==> config.mk <==
export PLATFORM = sky130hd
export DESIGN_NAME = expression_line_tokenizer
export DESIGN_NICKNAME = d
export VERILOG_FILES = /design/src/elt_pkg.sv /design/src/elt_scan.sv /design/src/elt_rqueue.sv /design/src/expression_line_tokenizer.sv
export SDC_FILE = /design/constraint.sdc
export NUM_CORES = 1
export LEC_CHECK = 0
export BUFFER_PORTS_ARGS = -buffer_cell sky130_fd_sc_hd__buf_4
export CAP_MARGIN = 20
export CORE_ASPECT_RATIO = 1.1
export CORE_MARGIN = 5
export CORE_UTILIZATION = 55
export DETAILED_ROUTE_END_ITERATION = 8
export PLACE_DENSITY = 0.75
export SYNTH_ARGS = -nofsm -noshare
export SYNTH_HDL_FRONTEND = slang
export SYNTH_SLANG_ARGS = --single-unit
==> constraint.sdc <==
create_clock -name clk -period 5.9 [get_ports clk]
set_input_delay 1.18 -clock clk [delete_from_list [all_inputs] [get_ports clk]]
set_output_delay 1.18 -clock clk [all_outputs]
set_load 0.03 [all_outputs]
==> src/elt_pkg.sv <==
// Package for the expression line tokenizer: mode and token codes, result
// records, character constants and the keyword and operator lookups.
// No dependencies.
package elt_pkg;

  typedef enum logic [4:0] {
    MODE_IDLE    = 5'b00001,
    MODE_NUM     = 5'b00010,
    MODE_WORD    = 5'b00100,
    MODE_COLON   = 5'b01000,
    MODE_DISCARD = 5'b10000
  } mode_t;

  localparam logic [4:0] K_LPAREN    = 5'd0;
  localparam logic [4:0] K_RPAREN    = 5'd1;
  localparam logic [4:0] K_POWER     = 5'd2;
  localparam logic [4:0] K_PLUS      = 5'd3;
  localparam logic [4:0] K_MINUS     = 5'd4;
  localparam logic [4:0] K_MULT      = 5'd5;
  localparam logic [4:0] K_DIV       = 5'd6;
  localparam logic [4:0] K_COMMA     = 5'd7;
  localparam logic [4:0] K_SUCH_THAT = 5'd8;
  localparam logic [4:0] K_NEWLINE   = 5'd9;
  localparam logic [4:0] K_NUMBER    = 5'd10;
  localparam logic [4:0] K_SIN       = 5'd11;
  localparam logic [4:0] K_COS       = 5'd12;
  localparam logic [4:0] K_TAN       = 5'd13;
  localparam logic [4:0] K_ARCSIN    = 5'd14;
  localparam logic [4:0] K_ARCCOS    = 5'd15;
  localparam logic [4:0] K_ARCTAN    = 5'd16;
  localparam logic [4:0] K_LOG       = 5'd17;
  localparam logic [4:0] K_VAR       = 5'd18;
  localparam logic [4:0] K_FILE      = 5'd19;
  localparam logic [4:0] K_BAD_COLON = 5'd20;
  localparam logic [4:0] K_UNKNOWN   = 5'd21;
  localparam logic [4:0] K_TOO_LONG  = 5'd22;

  localparam logic [7:0] CH_LF     = 8'h0A;
  localparam logic [7:0] CH_CR     = 8'h0D;
  localparam logic [7:0] CH_TAB    = 8'h09;
  localparam logic [7:0] CH_SPACE  = 8'h20;
  localparam logic [7:0] CH_COLON  = 8'h3A;
  localparam logic [7:0] CH_POINT  = 8'h2E;
  localparam logic [7:0] CH_USCORE = 8'h5F;

  // keywords stored first character in the lowest byte
  localparam logic [23:0] KW_SIN    = {"n", "i", "s"};
  localparam logic [23:0] KW_COS    = {"s", "o", "c"};
  localparam logic [23:0] KW_TAN    = {"n", "a", "t"};
  localparam logic [23:0] KW_LOG    = {"g", "o", "l"};
  localparam logic [47:0] KW_ARCSIN = {"n", "i", "s", "c", "r", "a"};
  localparam logic [47:0] KW_ARCCOS = {"s", "o", "c", "c", "r", "a"};
  localparam logic [47:0] KW_ARCTAN = {"n", "a", "t", "c", "r", "a"};

  localparam int unsigned PREFIX_BYTES = 6;
  localparam int unsigned RQ_DEPTH     = 4;
  localparam int unsigned RQ_AW        = 2;

  typedef struct packed {
    logic [4:0] kind;
    logic [7:0] start;
    logic [8:0] length;
    logic       last;
  } result_t;

  typedef struct packed {
    logic [1:0] cnt;
    result_t    r0;
    result_t    r1;
  } push_t;

  function automatic logic [4:0] word_kind(input logic [47:0] pre, input logic [2:0] len,
                                           input logic pt);
    logic [4:0] k;
    k = pt ? K_FILE : K_VAR;
    if (len == 3'd3) begin
      if (pre[23:0] == KW_SIN) k = K_SIN;
      else if (pre[23:0] == KW_COS) k = K_COS;
      else if (pre[23:0] == KW_TAN) k = K_TAN;
      else if (pre[23:0] == KW_LOG) k = K_LOG;
    end else if (len == 3'd6) begin
      if (pre == KW_ARCSIN) k = K_ARCSIN;
      else if (pre == KW_ARCCOS) k = K_ARCCOS;
      else if (pre == KW_ARCTAN) k = K_ARCTAN;
    end
    return k;
  endfunction

  function automatic logic [4:0] op_kind(input logic [7:0] c);
    logic [4:0] k;
    case (c)
      8'h28:   k = K_LPAREN;
      8'h29:   k = K_RPAREN;
      8'h5E:   k = K_POWER;
      8'h2B:   k = K_PLUS;
      8'h2D:   k = K_MINUS;
      8'h2A:   k = K_MULT;
      8'h2F:   k = K_DIV;
      8'h2C:   k = K_COMMA;
      default: k = K_UNKNOWN;
    endcase
    return k;
  endfunction

endpackage

==> src/elt_scan.sv <==
// Scanner of the expression line tokenizer: line state and per-byte token
// decisions, giving up to two results per accepted byte.
// Depends on elt_pkg.
module elt_scan
  import elt_pkg::*;
#(
  parameter int unsigned LINE_MAX = 256
) (
  input  logic       clk,
  input  logic       rst_n,
  input  logic       acc_i,
  input  logic [7:0] char_i,
  output push_t      push_o
);

  localparam int unsigned PW = $clog2(LINE_MAX + 1);

  mode_t       mode_r, mode_nxt;
  logic        pt_r, pt_nxt;
  logic [PW-1:0] pos_r, pos_nxt;
  logic [7:0]  beg_r, beg_nxt;
  logic [8:0]  cnt_r, cnt_nxt;
  logic [2:0]  sat_r, sat_nxt;
  logic [47:0] pre_r, pre_nxt;

  logic        is_letter, is_digit, is_dot, is_eol;
  logic        pend_v, close;
  result_t     pend, main_res;
  logic        main_v;
  logic        ext_num, ext_word;

  assign is_letter = (char_i >= 8'h61 && char_i <= 8'h7A) || (char_i >= 8'h41 && char_i <= 8'h5A);
  assign is_digit  = char_i >= 8'h30 && char_i <= 8'h39;
  assign is_dot    = char_i == CH_POINT;
  assign is_eol    = char_i == CH_LF || char_i == CH_CR;
  assign ext_num   = (mode_r == MODE_NUM) && (is_digit || (is_dot && !pt_r));
  assign ext_word  = (mode_r == MODE_WORD) &&
                     (is_letter || char_i == CH_USCORE || (is_dot && !pt_r));

  always_comb begin
    pend_v = 1'b1;
    pend   = '0;
    case (mode_r)
      MODE_NUM: begin
        pend.kind   = K_NUMBER;
        pend.start  = beg_r;
        pend.length = cnt_r;
      end
      MODE_WORD: begin
        pend.kind   = word_kind(pre_r, sat_r, pt_r);
        pend.start  = beg_r;
        pend.length = cnt_r;
      end
      MODE_COLON: begin
        pend.kind   = K_BAD_COLON;
        pend.start  = beg_r;
        pend.length = 9'd1;
      end
      default: pend_v = 1'b0;
    endcase
  end

  always_comb begin
    mode_nxt = mode_r;
    pt_nxt   = pt_r;
    pos_nxt  = pos_r;
    beg_nxt  = beg_r;
    cnt_nxt  = cnt_r;
    sat_nxt  = sat_r;
    pre_nxt  = pre_r;
    close    = 1'b0;
    main_v   = 1'b0;
    main_res = '0;
    if (acc_i) begin
      if (is_eol) begin
        close           = mode_r != MODE_DISCARD;
        main_v          = 1'b1;
        main_res.kind   = K_NEWLINE;
        main_res.start  = 8'(pos_r);
        main_res.length = 9'd1;
        mode_nxt = MODE_IDLE;
        pt_nxt   = 1'b0;
        pos_nxt  = '0;
        beg_nxt  = '0;
        cnt_nxt  = '0;
        sat_nxt  = '0;
        pre_nxt  = '0;
      end else if (mode_r == MODE_DISCARD) begin
        mode_nxt = MODE_DISCARD;
      end else if (pos_r == PW'(LINE_MAX)) begin
        close         = 1'b1;
        main_v        = 1'b1;
        main_res.kind = K_TOO_LONG;
        mode_nxt      = MODE_DISCARD;
        pt_nxt        = 1'b0;
      end else begin
        pos_nxt = pos_r + PW'(1);
        if (mode_r == MODE_COLON) begin
          main_v         = 1'b1;
          main_res.start = beg_r;
          if (char_i == CH_COLON) begin
            main_res.kind   = K_SUCH_THAT;
            main_res.length = 9'd2;
            mode_nxt        = MODE_IDLE;
          end else begin
            main_res.kind   = K_BAD_COLON;
            main_res.length = 9'd1;
            mode_nxt        = MODE_DISCARD;
          end
        end else if (ext_num || ext_word) begin
          if (is_dot) pt_nxt = 1'b1;
          if (sat_r < 3'(PREFIX_BYTES)) pre_nxt[{sat_r, 3'b000} +: 8] = char_i;
          cnt_nxt = cnt_r + 9'd1;
          sat_nxt = sat_r + 3'(sat_r != 3'd7);
        end else begin
          close    = (mode_r == MODE_NUM) || (mode_r == MODE_WORD);
          mode_nxt = MODE_IDLE;
          pt_nxt   = 1'b0;
          if (char_i == CH_SPACE || char_i == CH_TAB) begin
            mode_nxt = MODE_IDLE;
          end else if (is_letter || is_digit) begin
            mode_nxt = is_letter ? MODE_WORD : MODE_NUM;
            beg_nxt  = 8'(pos_r);
            pre_nxt  = {40'b0, char_i};
            cnt_nxt  = 9'd1;
            sat_nxt  = 3'd1;
          end else if (char_i == CH_COLON) begin
            mode_nxt = MODE_COLON;
            beg_nxt  = 8'(pos_r);
          end else begin
            main_v          = 1'b1;
            main_res.kind   = op_kind(char_i);
            main_res.start  = 8'(pos_r);
            main_res.length = 9'd1;
            if (main_res.kind == K_UNKNOWN) mode_nxt = MODE_DISCARD;
          end
        end
      end
    end
  end

  always_comb begin
    push_o = '0;
    if (close && pend_v) begin
      push_o.r0 = pend;
      push_o.r1 = main_res;
      push_o.cnt = main_v ? 2'd2 : 2'd1;
      push_o.r1.last = 1'b1;
      push_o.r0.last = !main_v;
    end else if (main_v) begin
      push_o.r0 = main_res;
      push_o.r0.last = 1'b1;
      push_o.cnt = 2'd1;
    end
  end

  always_ff @(posedge clk) begin
    if (!rst_n) begin
      mode_r <= MODE_IDLE;
      pt_r   <= 1'b0;
      pos_r  <= '0;
      beg_r  <= '0;
      cnt_r  <= '0;
      sat_r  <= '0;
    end else begin
      mode_r <= mode_nxt;
      pt_r   <= pt_nxt;
      pos_r  <= pos_nxt;
      beg_r  <= beg_nxt;
      cnt_r  <= cnt_nxt;
      sat_r  <= sat_nxt;
    end
  end

  always_ff @(posedge clk) begin
    pre_r <= pre_nxt;
  end

  a_pos_bound: assert property (@(posedge clk) disable iff (!rst_n)
    pos_r <= PW'(LINE_MAX))
    else $error("line position beyond limit");

  a_discard_quiet: assert property (@(posedge clk) disable iff (!rst_n)
    (acc_i && mode_r == MODE_DISCARD && !is_eol) |-> push_o.cnt == 2'd0)
    else $error("result while discarding");

  a_two_needs_pending: assert property (@(posedge clk) disable iff (!rst_n)
    (push_o.cnt == 2'd2) |->
      (mode_r == MODE_NUM || mode_r == MODE_WORD || mode_r == MODE_COLON))
    else $error("two results without a pending token");

endmodule

==> src/elt_rqueue.sv <==
// Result queue of the expression line tokenizer: takes up to two results per
// cycle, hands out one per transfer. Depends on elt_pkg.
module elt_rqueue
  import elt_pkg::*;
(
  input  logic    clk,
  input  logic    rst_n,
  input  push_t   push_i,
  output logic    space_o,
  output logic    out_valid_o,
  input  logic    out_ready_i,
  output result_t out_res_o
);

  result_t          mem_r [RQ_DEPTH];
  logic [RQ_AW-1:0] wr_r, wr_nxt, rd_r, rd_nxt;
  logic [RQ_AW:0]   cnt_r, cnt_nxt;
  logic             pop;

  assign out_valid_o = cnt_r != '0;
  assign pop         = out_valid_o && out_ready_i;
  assign space_o     = cnt_r <= (RQ_AW + 1)'(RQ_DEPTH - 2);
  assign out_res_o   = mem_r[rd_r];
  assign wr_nxt      = wr_r + RQ_AW'(push_i.cnt);
  assign rd_nxt      = rd_r + RQ_AW'(pop);
  assign cnt_nxt     = cnt_r + (RQ_AW + 1)'(push_i.cnt) - (RQ_AW + 1)'(pop);

  always_ff @(posedge clk) begin
    if (push_i.cnt != 2'd0) mem_r[wr_r] <= push_i.r0;
    if (push_i.cnt == 2'd2) mem_r[wr_r + RQ_AW'(1)] <= push_i.r1;
  end

  always_ff @(posedge clk) begin
    if (!rst_n) begin
      wr_r  <= '0;
      rd_r  <= '0;
      cnt_r <= '0;
    end else begin
      wr_r  <= wr_nxt;
      rd_r  <= rd_nxt;
      cnt_r <= cnt_nxt;
    end
  end

  a_no_overflow: assert property (@(posedge clk) disable iff (!rst_n)
    (push_i.cnt != 2'd0) |-> space_o)
    else $error("push into a full result queue");

  a_fill_bound: assert property (@(posedge clk) disable iff (!rst_n)
    cnt_r <= (RQ_AW + 1)'(RQ_DEPTH))
    else $error("result queue fill out of range");

  a_pair_last: assert property (@(posedge clk) disable iff (!rst_n)
    (push_i.cnt == 2'd2) |-> (push_i.r1.last && !push_i.r0.last))
    else $error("last flag misplaced in a result pair");

endmodule

==> src/expression_line_tokenizer.sv <==
// Top level of the expression line tokenizer: stream ports, scanner and
// result queue. Depends on elt_pkg, elt_scan and elt_rqueue.
//
// Takes one byte per cycle while in_tready is high and turns a line of
// an expression into tokens (kind, start, length). A byte gives zero, one
// or two tokens, written into the result queue as the byte is taken.
// Tokens leave through a four-entry result queue at one per cycle while
// out_tready is high, so the input runs at one byte per cycle while bytes
// average at most one token each; in_tready drops whenever fewer than two
// queue places are free. out_tlast marks the final token of one input byte.
module expression_line_tokenizer
  import elt_pkg::*;
#(
  parameter int unsigned LINE_MAX = 256
) (
  input  logic        clk,
  input  logic        rst_n,
  input  logic        in_tvalid,
  output logic        in_tready,
  input  logic [7:0]  in_tdata,   // [7:0] char_byte
  output logic        out_tvalid,
  input  logic        out_tready,
  output logic [23:0] out_tdata,  // [4:0] token_kind, [12:5] token_start,
                                  // [21:13] token_length, [23:22] zero
  output logic        out_tlast   // last_of_byte
);

  push_t   push;
  result_t res;
  logic    acc;

  assign acc = in_tvalid && in_tready;

  elt_scan #(
    .LINE_MAX (LINE_MAX)
  ) u_scan (
    .clk    (clk),
    .rst_n  (rst_n),
    .acc_i  (acc),
    .char_i (in_tdata),
    .push_o (push)
  );

  elt_rqueue u_rqueue (
    .clk         (clk),
    .rst_n       (rst_n),
    .push_i      (push),
    .space_o     (in_tready),
    .out_valid_o (out_tvalid),
    .out_ready_i (out_tready),
    .out_res_o   (res)
  );

  assign out_tdata = {2'b00, res.length, res.start, res.kind};
  assign out_tlast = res.last;

endmodule

==> results of run 1 <==
[critical path, delay by kind of cell]
family | cells | cell delay [ps]
AO/OA/AOI/OAI | 2 | 830
adder cells (fa/ha/maj) | 1 | 270
AND/OR/NAND/NOR | 5 | 1570
buffers and inverters | 4 | 960
[per-layer routing]
metal | share of wire [%] | track usage (%) | up-vias
li1 | - | - | 3560
met4 | 2.7 | 8.55 | 0
met2 | 48 | 38.7 | 339
met3 | 5.8 | 3.32 | 58
met1 | 43 | 29.8 | 3587
met5 | 0 | 0 | -
[sequential cells by signal, indices dropped and copies added, names as in the netlist]
signal / flops
u_scan.beg_r: 8
u_rqueue.cnt_r: 3
u_rqueue.mem_r: 92
u_scan.pos_r: 9
u_scan.sat_r: 3
u_scan.pt_r: 1
u_rqueue.rd_r: 2
u_rqueue.wr_r: 2
u_scan.cnt_r: 9
u_scan.pre_r: 48
u_scan.mode_r: 5
[stage by stage]
step           setup slack (ps)  total power [W]
4_1_cts                    1210          0.00334
3_5_place_dp                718          0.00225
3_3_place_gp                851          0.00223
6_report                   1150          0.00333
2_1_floorplan              1150          0.00204
5_1_grt                     863          0.00346
[layout by cell type (no fill, tap or decap), types with 9 or more instances in the layout]
master     count
a21oi_1       46
a22o_1        36
a22oi_1       10
a31o_1        11
a31o_2         9
and2_1        16
and3_1        14
buf_4         48
clkbuf_16     17
dfxtp_1       69
edfxtp_1     112
ha_1          14
inv_1         20
mux2i_1       43
mux4_2        23
nand2_1       64
nand3_1       19
nand4_1       16
nor2_1       108
nor2b_1       14
nor3_1        19
o21ai_0       20
o22ai_1       24
or3_1         12
xor2_1        14
[how the worst max path moves through the flow]
stage	startpoint	end
after floorplan	in_tdata[3]	u_rqueue.mem_r[1][0]
after global placement	in_tdata[1]	u_rqueue.mem_r[3][16]
after detailed placement	in_tdata[1]	u_rqueue.mem_r[3][16]
after CTS	in_tdata[7]	u_rqueue.mem_r[3][10]
after global routing	in_tdata[7]	u_rqueue.mem_r[3][10]
final	in_tdata[7]	u_rqueue.mem_r[3][10]
[power by group through the flow]
stage	Combinational (W)	Clock, W	Sequential, W
2_1_floorplan	0.000559	0	0.00148
3_3_place_gp	0.000682	0	0.00155
3_5_place_dp	0.000689	0	0.00156
4_1_cts	0.000691	0.00112	0.00153
5_1_grt	0.000737	0.00118	0.00154
6_report	0.000690	0.00111	0.00153
[layout make-up]
cell class | count | share of cell area, %
inverters | 22 | 0.780
multi-input cells | 662 | 44.1
well taps | 238 | 2.73
repair buffers | 48 | 3.30
clock inverters | 15 | 1.45
clock buffers | 17 | 3.90
flip-flops and latches | 182 | 43.7
[logic make-up (layout without fill, tap and decap cells)]
family	after synthesis	after routing	share of synthesized area (%)
multiplexers	70	70	10.0
adder cells (fa/ha/maj)	15	15	1.96
AND/OR/NAND/NOR	340	340	18.1
flip-flops	182	182	47.9
XOR/XNOR	21	21	1.85
AO/OA/AOI/OAI	214	214	16.3
buffers and inverters	87	102	3.83
other	1	2	0.0377
==> flow_summary.json, run 1 <==
{
  "p_seq_share_pct": 45.8,
  "critPathArrivalTime_ps": 4830,
  "die-area_um2": 20900,
  "maxSlewViolCount": 0,
  "setup.worst_path.class": "input pin to flip-flop",
  "placed_cells": 1152,
  "end_kind": "flip-flop",
  "power_density_nw_per_um2": 305,
  "regArea_um2": 4770,
  "yosys.cell_count.top_type": "edfxtp_1",
  "cpPeakStageDelay_ps": 670,
  "worstSkewPairLatency_ps": 440,
  "fillerInstances": 1513,
  "ant_nets": 0,
  "syn-cell-area_um2": 9940,
  "hold_start": "u_rqueue.mem_r[2][7]",
  "hpwlAfterDp_um": 17200,
  "multi_input_area_um2": 4820,
  "grt_pass1_wl_um": 38000,
  "diodes": 0,
  "switching_power_w": 0.00103,
  "wl_um": 23700,
  "synth_edf_count": 112,
  "p_comb_share_pct": 20.7,
  "ys_seq_elements": 182,
  "drive_gt1_share_pct": 15.8,
  "cts_max_level": 4,
  "synth_area_leaders": "edfxtp_1 34%, dfxtp_1 14%, mux4_2 5.2%",
  "grt_max_degree": 44,
  "grt_usage_pct": 22.7,
  "place_area_um2": 10300,
  "num_vias": 7544,
  "tightest_slew_ps": 876,
  "r2r_setup_slack_ps": 1570,
  "hold_viol": 0,
  "clkPwrFrac_pct": 33.4,
  "fp.coreArea_um2": 17700,
  "synth_area_per_cell_um2": 10.7,
  "swShare_pct": 31.1,
  "nets": 960,
  "irDropWorstVdd_v": 0.000212,
  "clkSlewWorstSetupHoldPaths_ps": 60,
  "fin_tns_setup_ps": 0,
  "synth.top_cell.area_share_pct": 33.8,
  "yosysTopAreaCell": "edfxtp_1",
  "cts_buffers": 17,
  "ys_async_sr_fraction_pct": 0,
  "r2r_end": "u_rqueue.mem_r[3][10]",
  "r2r-start": "u_scan.pos_r[0]",
  "place.gp.congestion": 0.913,
  "wl_per_cell_um": 20.0,
  "maxSlewHeadroom_pct": 41.3,
  "postCtsSetupRepairBufs": 0,
  "synth.distinct_cells": 85,
  "final_area_um2": 10900,
  "hold_end": "u_rqueue.mem_r[2][7]",
  "p_leak_nw": 3.97,
  "post-route-util_pct": 61.5,
  "port_buffers": 36,
  "setup-violations-final": 0,
  "r2r_cells": 13,
  "grt_overflow_total": 0,
  "internal_power_w": 0.00229,
  "initial_core_util_pct": 56.0,
  "status": "completed",
  "ys.flop_type": "edfxtp_1",
  "clkSinkCount": 182,
  "antenna_found_initial": 0,
  "syn_to_final_growth_pct": 9.77,
  "cts_tree": "done",
  "holdPathStages": 1,
  "cts_resized": 0,
  "worstHoldPathType": "flip-flop to flip-flop",
  "cts-root-buf": "clkbuf_16",
  "cts_buffer_depth": 2,
  "max_clock_freq_ghz": 0.210,
  "route.detailed.drc": 0,
  "hold-worst-slack_ps": 482,
  "grt_pass1_vias": 7146,
  "rows": 51,
  "skew_ps": 8.93,
  "avgViaCountPerCell": 6.37,
  "synth_commonest_cells": "112 x edfxtp_1, 108 x nor2_1, 70 x dfxtp_1",
  "rsz0062_at_grt": "false",
  "drv_cap": 0,
  "required_ps": 5970,
  "fin_cells": 1184,
  "ys_warn_count": 0,
  "ctsHoldBuffers": 0,
  "critPathLaunchType": "input pin",
  "die_x_um": 138,
  "synthesis.instances": 930,
  "chipHeight_um": 151,
  "crit_slowest_cell": "o2111a_1",
  "first_iter_violations": 930,
  "ys_seq_area_share_pct": 47.9,
  "path_max_fanout": 18,
  "crit_chain": "buf_4 -> nor3_2 -> o2111a_1 -> nor3_2 -> o21ai_2 -> and3_1 -> inv_4 -> ha_1 -> inv_1 -> and3_1 -> nor2_1 -> inv_1",
  "firstDrtPassIters": 6,
  "fin_crit_sh_pct": 80.6,
  "min_period_ps": 4750,
  "pin_count": 39
}
(Power assumes the default switching activity.)
==> inputs of run 2 (changes only) <==
clock period = 4.9 ns   (was 5.9 ns; I/O delays follow)
==> run 2 against run 1 <==
Final cell count is 1.0% higher. Global-route usage rose by 0.90 points. Total power up 22%. Clock power increased by 24%. Clock skew hardly changed. Worst hold slack got worse by 7.9 ps. Largest power group unchanged. Worst setup slack worse by 510 ps. Clock-buffer cell count is the same. First-iteration DRC count decreased by 2.4%. Flip-flop and latch count did not move. Routed wire length increased by 2.6%. Highest routed layer unchanged. Register-to-register slack got worse by 830 ps.
==> flow_summary.json, run 2 (synthesis gave the netlist of run 1 again) <==
{
  "skew_ps": 8.70,
  "rsz0062_at_grt": "false",
  "min_period_ps": 4270,
  "crit_chain": "buf_4 -> nor4_1 -> a32o_1 -> and3_1 -> o21ai_2 -> and3_1 -> inv_4 -> ha_1 -> inv_1 -> and3_1 -> nor2_1 -> inv_1",
  "cp_top_family": "simple AND/OR/NAND/NOR gates",
  "avgViaCountPerCell": 6.42,
  "r2r_cells": 13,
  "cts_resized": 0,
  "final_cell_mix": "112 x edfxtp_1, 108 x nor2_1, 69 x dfxtp_1, 64 x nand2_1, 60 x buf_4",
  "nets": 972,
  "p_leak_nw": 4.03,
  "placed_cells": 1164,
  "chipHeight_um": 151,
  "irDropWorstVdd_v": 0.000267,
  "power_density_nw_per_um2": 369,
  "hpwlAfterDp_um": 17400,
  "port_buffers": 36,
  "grt_pass1_wl_um": 39400,
  "die-area_um2": 20900,
  "path_buf_inv": 4,
  "setup-violations-final": 0,
  "worstHoldPathType": "flip-flop to flip-flop",
  "postCtsSetupRepairBufs": 0,
  "max_clock_freq_ghz": 0.234,
  "status": "completed",
  "wl_um": 24300,
  "initial_core_util_pct": 56.0,
  "maxSlewViolCount": 0,
  "antenna_found_initial": 0,
  "num_vias": 7678,
  "die_x_um": 138,
  "critPathArrivalTime_ps": 4330,
  "grt_pass1_vias": 7417,
  "fin_tns_setup_ps": 0,
  "cts_tree": "done",
  "cts-root-buf": "clkbuf_16",
  "hold_start": "u_rqueue.mem_r[2][8]",
  "ctsHoldBuffers": 0,
  "critPathLaunchType": "input pin",
  "grt_max_degree": 49,
  "setup.worst_path.class": "input pin to flip-flop",
  "maxSlewHeadroom_pct": 41.6,
  "grt_overflow_total": 0,
  "worstSkewPairLatency_ps": 440,
  "cpPeakStageDelay_ps": 510,
  "firstDrtPassIters": 6,
  "place.gp.congestion": 0.952,
  "fp.coreArea_um2": 17700,
  "r2r_end": "u_rqueue.mem_r[3][10]",
  "path_max_fanout": 18,
  "wl_per_cell_um": 20.3,
  "cpMostUsedCell": "and3_1",
  "crit_slowest_cell": "inv_1",
  "hold_end": "u_rqueue.mem_r[2][8]",
  "pin_count": 39,
  "r2r_setup_slack_ps": 740,
  "route.detailed.drc": 0,
  "end_kind": "flip-flop",
  "largest_register_ffs": 92,
  "ant_nets": 0,
  "cts_buffers": 17,
  "required_ps": 4960,
  "drv_cap": 0,
  "r2r-start": "u_scan.pos_r[0]",
  "fin_crit_sh_pct": 87.1,
  "cts_buffer_depth": 2,
  "cts_max_level": 4,
  "clkSinkCount": 182,
  "first_iter_violations": 908,
  "grt_usage_pct": 23.6,
  "holdPathStages": 1,
  "drive_gt1_share_pct": 16.8,
  "rows": 51,
  "hold_viol": 0,
  "reg_top3": "u_rqueue.mem_r: 92 flops, u_scan.pre_r: 48 flops",
  "diodes": 0,
  "tightest_slew_ps": 871,
  "clkSlewWorstSetupHoldPaths_ps": 70,
  "fin_cells": 1196,
  "mostFrequentLayoutCell": "edfxtp_1",
  "syn_to_final_growth_pct": 10.9,
  "top_register": "u_rqueue.mem_r"
}
run 2: area by class of cell:
cell class | instances | area [µm²]
clock buffer | 17 | 425
clock inverter | 15 | 181
fill | 1441 | 6720
inverter | 22 | 85.1
multi-input combinational | 662 | 4820
sequential | 182 | 4770
tap | 238 | 298
timing repair buffer | 60 | 450
run 2: how the worst max path moves through the flow:
stage	from	endpoint	cells past startpoint	slack, ps
finish	in_tdata[7]	u_rqueue.mem_r[3][10]	12	630
global placement	in_tdata[7]	u_rqueue.mem_r[3][17]	12	300
global route	in_tdata[7]	u_rqueue.mem_r[3][10]	12	350
CTS	in_tdata[7]	u_rqueue.mem_r[3][10]	12	680
detailed placement	in_tdata[7]	u_rqueue.mem_r[3][15]	12	210
floorplan	in_tdata[3]	u_rqueue.mem_r[1][0]	13	350
run 2: power by group:
part / internal, W / switching (W) / total (W)
combinational: 0.000349 / 0.000497 / 0.000846
sequential: 0.00172 / 0.000114 / 0.00183
clock: 0.000694 / 0.000690 / 0.00138
total: 0.00276 / 0.00130 / 0.00406
run 2: per-stage QoR:
step | util, % | hold WS (ps) | setup WS [ps] | area (µm²) | total power (W)
5_1_grt | 62.1 | 492 | 348 | 11000 | 0.00423
6_report | 62.1 | 474 | 634 | 11000 | 0.00406
4_1_cts | 62.1 | 480 | 677 | 11000 | 0.00409
3_5_place_dp | 58.7 | 458 | 208 | 10400 | 0.00272
2_1_floorplan | - | 444 | 353 | 9940 | 0.00246
3_3_place_gp | 58.7 | 456 | 301 | 10400 | 0.00270
run 2: per-layer routing:
| layer | part of all wire, % | up-vias | GRT usage [%] |
|---|---|---|---|
| met3 | 6.2 | 72 | 4.48 |
| li1 | - | 3580 | - |
| met5 | 0 | - | 0 |
| met2 | 48 | 338 | 39.6 |
| met1 | 42 | 3688 | 30.0 |
| met4 | 3.5 | 0 | 10.8 |
==> inputs of run 3 (changes only) <==
PLACE_DENSITY = 0.77   (was 0.75)
==> run 3 against run 2 <==
Flip-flop and latch count unchanged. Design area decreased by 0.10%. Clock skew increased by 7.6 ps. Sequential power decreased by 2%. Routed wire length increased by 0.87%. Die area unchanged. Fmax decreased by 1.1%. Worst setup slack got worse by 50 ps. Clock power about the same. Clock-buffer cell count increased by 3. Utilization decreased by 0.063 points. Final cell count unchanged. Critical endpoint is now u_rqueue.mem_r[3][11].
==> flow_summary.json, run 3 (synthesis gave the netlist of run 1 again) <==
{
  "place_area_um2": 10400,
  "regArea_um2": 4760,
  "end_kind": "flip-flop",
  "avgViaCountPerCell": 6.42,
  "postCtsSetupRepairBufs": 0,
  "pin_count": 39,
  "worstSkewPairLatency_ps": 450,
  "final_area_um2": 11000,
  "cts_max_level": 4,
  "critPathLaunchType": "input pin",
  "hold-worst-slack_ps": 483,
  "top_register": "u_rqueue.mem_r",
  "cts_resized": 0,
  "place.gp.congestion": 0.937,
  "maxSlewViolCount": 0,
  "worstHoldPathType": "flip-flop to flip-flop",
  "rows": 51,
  "min_period_ps": 4320,
  "fp.coreArea_um2": 17700,
  "antenna_found_initial": 0,
  "setup-violations-final": 0,
  "fillerInstances": 1459,
  "die-area_um2": 20900,
  "chipHeight_um": 151,
  "grt_pass1_vias": 7509,
  "hold_start": "u_rqueue.mem_r[1][9]",
  "drive_gt1_share_pct": 16.6,
  "mostFrequentLayoutCell": "edfxtp_1",
  "r2r_end": "u_rqueue.mem_r[3][11]",
  "setup.worst_path.start": "in_tdata[7]",
  "cts_tree": "done",
  "final_cell_mix": "112 x edfxtp_1, 108 x nor2_1, 70 x dfxtp_1, 64 x nand2_1, 60 x buf_4",
  "drv_cap": 0,
  "max_clock_freq_ghz": 0.232,
  "nets": 972,
  "first_iter_violations": 944,
  "status": "completed",
  "maxSlewHeadroom_pct": 36.9,
  "p_leak_nw": 4.03,
  "syn_to_final_growth_pct": 10.8,
  "firstDrtPassIters": 6,
  "wl_um": 24500,
  "grt_overflow_total": 0,
  "largest_register_ffs": 92,
  "reg_top3": "u_rqueue.mem_r: 92 flops, u_scan.pre_r: 48 flops",
  "critPathArrivalTime_ps": 4390,
  "r2r_setup_slack_ps": 670,
  "fin_tns_setup_ps": 0,
  "r2r_cells": 13,
  "clkSlewWorstSetupHoldPaths_ps": 80,
  "irDropWorstVdd_v": 0.000256,
  "power_density_nw_per_um2": 370,
  "num_vias": 7683,
  "cts_buffers": 17,
  "pre_cts_ws_ps": 152,
  "grt_usage_pct": 23.8,
  "cts_buffer_depth": 2,
  "hold_viol": 0,
  "required_ps": 4970,
  "hpwlAfterDp_um": 17200,
  "multi_input_area_um2": 4820,
  "diodes": 0,
  "initial_core_util_pct": 56.0,
  "die_x_um": 138,
  "fin_crit_sh_pct": 88.1,
  "skew_ps": 16.3,
  "grt_pass1_wl_um": 39700,
  "ant_nets": 0,
  "port_buffers": 36,
  "grt_max_degree": 49,
  "setup.worst_path.class": "input pin to flip-flop",
  "worst_slack_ps": 584,
  "fin_cells": 1196,
  "endpoint": "u_rqueue.mem_r[3][11]",
  "r2r-start": "u_scan.pos_r[0]",
  "ctsHoldBuffers": 0,
  "route.detailed.drc": 0,
  "placed_cells": 1164,
  "clkSinkCount": 182,
  "path_max_fanout": 18,
  "tightest_slew_ps": 941,
  "cts-root-buf": "clkbuf_16",
  "rsz0062_at_grt": "false",
  "wl_per_cell_um": 20.5
}
-- run 3: worst min-delay path by stage --
stage                      endpoint  slack (ps)  cells after the start
5_1_grt        u_rqueue.mem_r[2][3]         500                      1
2_1_floorplan  u_rqueue.mem_r[2][9]         440                      1
4_1_cts        u_rqueue.mem_r[3][9]         480                      1
6_report       u_rqueue.mem_r[1][9]         480                      1
3_5_place_dp   u_rqueue.mem_r[1][6]         460                      1
3_3_place_gp   u_rqueue.mem_r[3][3]         460                      1
-- run 3: worst max-delay path: stages --
cell	delay [ps]
buf_4	170
nor4_1	470
a32o_1	190
and3_1	330
o21ai_2	170
and3_1	320
inv_4	200
ha_1	250
inv_1	90
and3_1	190
nor2_1	500
inv_1	510
-- run 3: through the flow --
step                power, W  util (%)
global placement     0.00271      58.7
finish               0.00407      62.1
global route         0.00422      62.1
detailed placement   0.00272      58.7
floorplan            0.00246         -
CTS                  0.00409      62.1
-- run 3: cell type report --
cell class | instances | share of cell area [%]
Clock inverter | 12 | 1.07
Sequential cell | 182 | 43.3
Tap cell | 238 | 2.70
Timing Repair Buffer | 60 | 4.09
Multi-Input combinational cell | 662 | 43.7
Clock buffer | 20 | 4.35
Inverter | 22 | 0.773
-- run 3: report_power, final --
part           switching [W]  internal (W)  total, W
Clock               0.000655      0.000737   0.00139
Combinational       0.000541      0.000352  0.000892
Sequential         0.0000698       0.00172   0.00179
-- run 3: per-layer routing --
metal / track usage (%) / vias up / share of wire, %
li1: - / 3588 / -
met1: 30.7 / 3717 / 43
met2: 40.6 / 315 / 48
met3: 3.50 / 63 / 5.7
met4: 9.98 / 0 / 3.3
met5: 0 / - / 0
